--- src/mhi_pkg.sv ---
// ----------------------------------------------------------------------------
// mhi_pkg
// Shared constants and types for the hard-iron min/max calibration block.
// ----------------------------------------------------------------------------
`default_nettype none

package mhi_pkg;

   localparam int SAMPLE_BITS_DEF = 16;

   localparam int CSR_W     = 16;
   localparam int CSR_IDX_W = 1;

   localparam logic [CSR_IDX_W-1:0] CSR_SPAN_THRESHOLD = 1'd0;
   localparam logic [CSR_IDX_W-1:0] CSR_BIAS_ALPHA     = 1'd1;

   localparam logic [CSR_W-1:0] SPAN_THRESHOLD_RST = 16'd128;
   localparam logic [CSR_W-1:0] BIAS_ALPHA_RST     = 16'd1311;

   typedef struct packed {
      logic go;
      logic load_mid;
      logic refine;
      logic apply;
   } mhi_ctrl_type;

endpackage

`default_nettype wire

--- src/mhi_axis.sv ---
// ----------------------------------------------------------------------------
// mhi_axis
// One axis: running min/max, span check, bias load/refine and correction.
// ----------------------------------------------------------------------------
`default_nettype none

module mhi_axis import mhi_pkg::*; #(
   parameter int SAMPLE_BITS = SAMPLE_BITS_DEF
) (
   input  wire logic                          clock,
   input  wire logic                          reset,
   input  wire mhi_ctrl_type                  ctrl,
   input  wire logic signed [SAMPLE_BITS-1:0] sample,
   input  wire logic        [CSR_W-1:0]       span_threshold,
   input  wire logic        [CSR_W-1:0]       bias_alpha,
   output logic                               span_ok,
   output logic signed [SAMPLE_BITS-1:0]      result
);

   localparam int SB     = SAMPLE_BITS;
   localparam int BW     = SB + 17;
   localparam int SPAN_W = ((SB > CSR_W) ? SB : CSR_W) + 2;

   localparam logic signed [SB-1:0] SMAX = {1'b0, {(SB-1){1'b1}}};
   localparam logic signed [SB-1:0] SMIN = {1'b1, {(SB-1){1'b0}}};

   logic signed [SB-1:0]     min_ff, min_in;
   logic signed [SB-1:0]     max_ff, max_in;
   logic signed [BW-1:0]     bias_ff, bias_in;
   logic signed [SPAN_W-1:0] span;
   logic signed [SPAN_W-1:0] thr_ext;
   logic signed [SB:0]       mid_sum;
   logic signed [BW-1:0]     mid;
   logic signed [BW:0]       diff;
   logic signed [BW+17:0]    prod;
   logic signed [BW:0]       step;
   logic signed [BW:0]       bias_sum;
   logic signed [BW:0]       rnd;
   logic signed [SB+1:0]     applied;
   logic signed [SB+2:0]     corr;
   logic signed [SB-1:0]     sat;

   always_comb begin
      min_in   = (sample < min_ff) ? sample : min_ff;
      max_in   = (sample > max_ff) ? sample : max_ff;
      span     = {{(SPAN_W-SB){max_in[SB-1]}}, max_in} - {{(SPAN_W-SB){min_in[SB-1]}}, min_in};
      thr_ext  = {{(SPAN_W-CSR_W){1'b0}}, span_threshold};
      span_ok  = span > thr_ext;

      mid_sum  = {max_in[SB-1], max_in} + {min_in[SB-1], min_in};
      mid      = {mid_sum[SB], mid_sum, 15'd0};
      diff     = {mid[BW-1], mid} - {bias_ff[BW-1], bias_ff};
      prod     = diff * $signed({1'b0, bias_alpha});
      step     = prod[BW+16:16];
      bias_sum = {bias_ff[BW-1], bias_ff} + step;

      if (ctrl.load_mid) begin
         bias_in = mid;
      end else if (ctrl.refine) begin
         bias_in = bias_sum[BW-1:0];
      end else begin
         bias_in = bias_ff;
      end

      rnd     = {bias_in[BW-1], bias_in} + {{(BW-15){1'b0}}, 16'h8000};
      applied = rnd[BW:16];
      corr    = {{3{sample[SB-1]}}, sample} - {applied[SB+1], applied};
      if (corr > $signed({{3{SMAX[SB-1]}}, SMAX})) begin
         sat = SMAX;
      end else if (corr < $signed({{3{SMIN[SB-1]}}, SMIN})) begin
         sat = SMIN;
      end else begin
         sat = corr[SB-1:0];
      end
      result = ctrl.apply ? sat : sample;
   end

   always_ff @(posedge clock) begin
      if (reset) begin
         min_ff  <= SMAX;
         max_ff  <= SMIN;
         bias_ff <= '0;
      end else if (ctrl.go) begin
         min_ff  <= min_in;
         max_ff  <= max_in;
         bias_ff <= bias_in;
      end
   end

endmodule

`default_nettype wire

--- config.mk ---
export PLATFORM = sky130hd
export DESIGN_NAME = mhi_axis
export DESIGN_NICKNAME = d
export VERILOG_FILES = /design/src/mhi_pkg.sv /design/src/mhi_axis.sv
export SDC_FILE = /design/constraint.sdc
export NUM_CORES = 2
export LEC_CHECK = 0
export ABC_AREA = 0
export BUFFER_PORTS_ARGS = -buffer_cell sky130_fd_sc_hd__buf_2
export CAP_MARGIN = 15
export CORE_MARGIN = 1
export CORE_UTILIZATION = 60
export DETAILED_ROUTE_END_ITERATION = 12
export PLACE_DENSITY = 0.81
export SYNTH_ARGS = -nofsm -noshare
export SYNTH_HDL_FRONTEND = slang
export SYNTH_SLANG_ARGS = --single-unit
--- constraint.sdc ---
create_clock -name clock -period 27.7 [get_ports clock]
set_input_delay 4.155 -clock clock [delete_from_list [all_inputs] [get_ports clock]]
set_output_delay 4.155 -clock clock [all_outputs]
set_load 0.01 [all_outputs]
==> flow_summary.json <==
{
  "slew_headroom_pct": 24.7,
  "clock_tree.buffer_depth": 2,
  "hold_path.class": "reg -> reg",
  "synth.distinct_cells": 78,
  "synthFlopType": "dfxtp_1",
  "htreeDepth": 3,
  "std_cell_rows": 78,
  "top_level_ports": 71,
  "reg2reg_setup_slack_ps": 12390,
  "globalplace.congestion": 0.960,
  "synth_mux_area_share_pct": 1.39,
  "syn-cell-area_sq_um": 27700,
  "critical_path_buf_inv_count": 8,
  "fp.dieArea_sq_um": 47100,
  "synth.largest_area_cell": "fa_1",
  "initial_core_util_pct": 61.0,
  "clockRootBuffer": "clkbuf_16",
  "post_drt_via_cell_ratio": 5.68,
  "max_cap_viol_count": 0,
  "synth.cells.most_frequent": "738 x inv_1, 502 x fa_1, 424 x nand2_1, 266 x ha_1, 225 x and2_1",
  "part_of_the_cycle_the_worst_path_needs_pct": 93.7,
  "worstSkewPairLatency_ps": 360,
  "yosys.area_share.xor_xnor_pct": 5.07,
  "largest_net_degree_at_the_start_of_global_routing": 68,
  "route.antenna.remaining_nets": 0,
  "synth_enable_flop_cells": 0,
  "synth_simple_gate_area_share_pct": 17.5,
  "post-cts-setup-buffer-count": 0,
  "detailedRoute.firstPassIterationCount": 5,
  "status": "finished, final reports clean",
  "cts_tree": "done",
  "antenna_found_initial": 0,
  "dominant_combinational_cell_family_by_area_after_synthesis": "adder cells",
  "cp.required_ps": 23550,
  "die_height_um": 217,
  "synthToLayoutAreaGrowth_pct": 4.69,
  "via_count_of_the_first_global_routing_pass": 23614,
  "globalRoute.totalOverflow": 0,
  "worstSetupPathType": "in -> out",
  "skew_ps": 19.2,
  "async_flop_share_pct": 0,
  "synth_fp_nets": 4206,
  "clk_transition_reported_paths_ps": 60,
  "critical_path_arrival_ps": 21810,
  "synth_adder_area_share_pct": 48.3,
  "drv_slew": 0,
  "timing.setup.tns_ps": 0,
  "final_net_count": 4194,
  "synthTopCellsByArea": "fa_1 36%, ha_1 12%, inv_1 10%",
  "layout-drive-gt1-share_pct": 4.83,
  "first_iter_violations": 1683,
  "detail_route.drc_violations": 0,
  "crit_slowest_cell": "a31oi_4",
  "synth_seq_cells": 65,
  "synth.yosys.seq_area_share_pct": 4.69,
  "worst_pin_slew_ps": 1120,
  "critPathTopFamily": "compound AO/OA/AOI/OAI gates",
  "setup_violations": 0,
  "cpPeakStageDelay_ps": 740,
  "floorplan.die.width_um": 217,
  "post_synth.cell_area_avg_sq_um": 8.20,
  "grt_setup_unrepaired": "false",
  "post_cts_resize_count": 0,
  "via_count": 22592,
  "cts_hold_buffers_added": 0,
  "port-buffer-count": 70,
  "period_needed_ps": 25960,
  "synth_compound_area_share_pct": 11.3,
  "synth.top_cell.area_share_pct": 36.2,
  "timing_hold_violations_final": 0,
  "wire_length_of_the_first_global_routing_pass_um": 117000,
  "clock_sinks": 65,
  "synthesis.yosys.warnings": 0,
  "yosysMostFrequentCell": "inv_1",
  "floorplan.core_area_sq_um": 45500,
  "wl_per_cell_um": 17.5,
  "wl_um": 69800,
  "timing.critical_path.from_type": "primary input",
  "cts_buffers": 9,
  "crit_fanout": 37,
  "synthesis.instances": 3384,
  "combined_global_route_utilization_of_all_metal_layers_pct": 30.9,
  "dp_hpwl_um": 55100,
  "cpMostUsedCell": "a21oi_1",
  "endpoint_kind": "primary output",
  "f_max_mhz": 38.5
}
tightest hold or removal path, cell delays in order, from the launching register on:
cell	delay, ps
dfxtp_1	320
nor2_1	80
a211oi_1	50
cell type report:
type | instances | area (sq um)
tap | 600 | 751
inverter | 738 | 2770
sequential | 65 | 1300
clock inverter | 6 | 97.6
antenna | 2 | 5.00
timing repair buffer | 111 | 658
fill | 3830 | 16400
multi-input combinational | 2447 | 23200
clock buffer | 10 | 239
final timing paths:
kind | cells after the start | start | end
setup / recovery | 70 | sample[5] | result[10]
hold reg to reg | 2 | min_ff[15] | min_ff[15]
hold / removal | 2 | min_ff[15] | min_ff[15]
setup reg to reg | 61 | max_ff[5] | bias_ff[32]
sequential cells by signal, summed over array words and instances, names as in the netlist:
name,cells
min_ff,16
bias_ff,33
max_ff,16
logic make-up (layout without fill, tap and decap cells):
family,Yosys count,in the layout
flip-flops,65,65
buffers and inverters,872,865
multiplexers,38,38
AO/OA/AOI/OAI,470,470
adder cells (fa/ha/maj),769,769
AND/OR/NAND/NOR,1011,1011
other,0,2
XOR/XNOR,159,159
layout by cell type, fill, tap and decap left out, types with 10 or more instances in the layout:
cell	n
nor3_1	38
a21oi_1	128
a211oi_1	22
inv_1	738
o21bai_1	18
o21ai_0	83
fa_1	502
dfxtp_1	65
mux2i_1	33
nor2b_1	24
a21o_1	37
buf_4	41
ha_1	266
nand2_1	424
o21a_1	34
and2_1	225
nor4_1	10
nand4_1	18
buf_2	70
nand2b_1	21
xor2_1	42
xnor2_1	109
o211ai_1	22
a31oi_1	13
nor2_1	162
a22oi_1	14
or3_1	10
and3_1	17
nand3_1	29
metrics by stage:
| step | hold WS, ps | std cells | area (sq um) | utilization (%) | setup WS (ps) |
|---|---|---|---|---|---|
| after detailed placement | 483 | 3961 | 28700 | 63.1 | 1910 |
| after global routing | 523 | 3977 | 29000 | 63.8 | 491 |
| after CTS | 497 | 3977 | 29000 | 63.8 | 1870 |
| final | 495 | 3979 | 29000 | 63.8 | 1740 |
| after global placement | 473 | 3961 | 28700 | 63.1 | 2300 |
| after floorplan | 460 | 3384 | 27700 | - | 4590 |
per-layer routing:
layer  share of wire [%]  track usage (%)  vias to the layer above
li1                    -                -                    10469
met1                  41             39.3                    11130
met2                  50             54.4                      828
met3                 5.9             3.14                      165
met4                 3.1             11.0                        0
met5                   0                0                        -
Power is left out: the tool's default activity adds up to more than one toggle a clock period on the data nets, which glitch-free logic cannot reach.
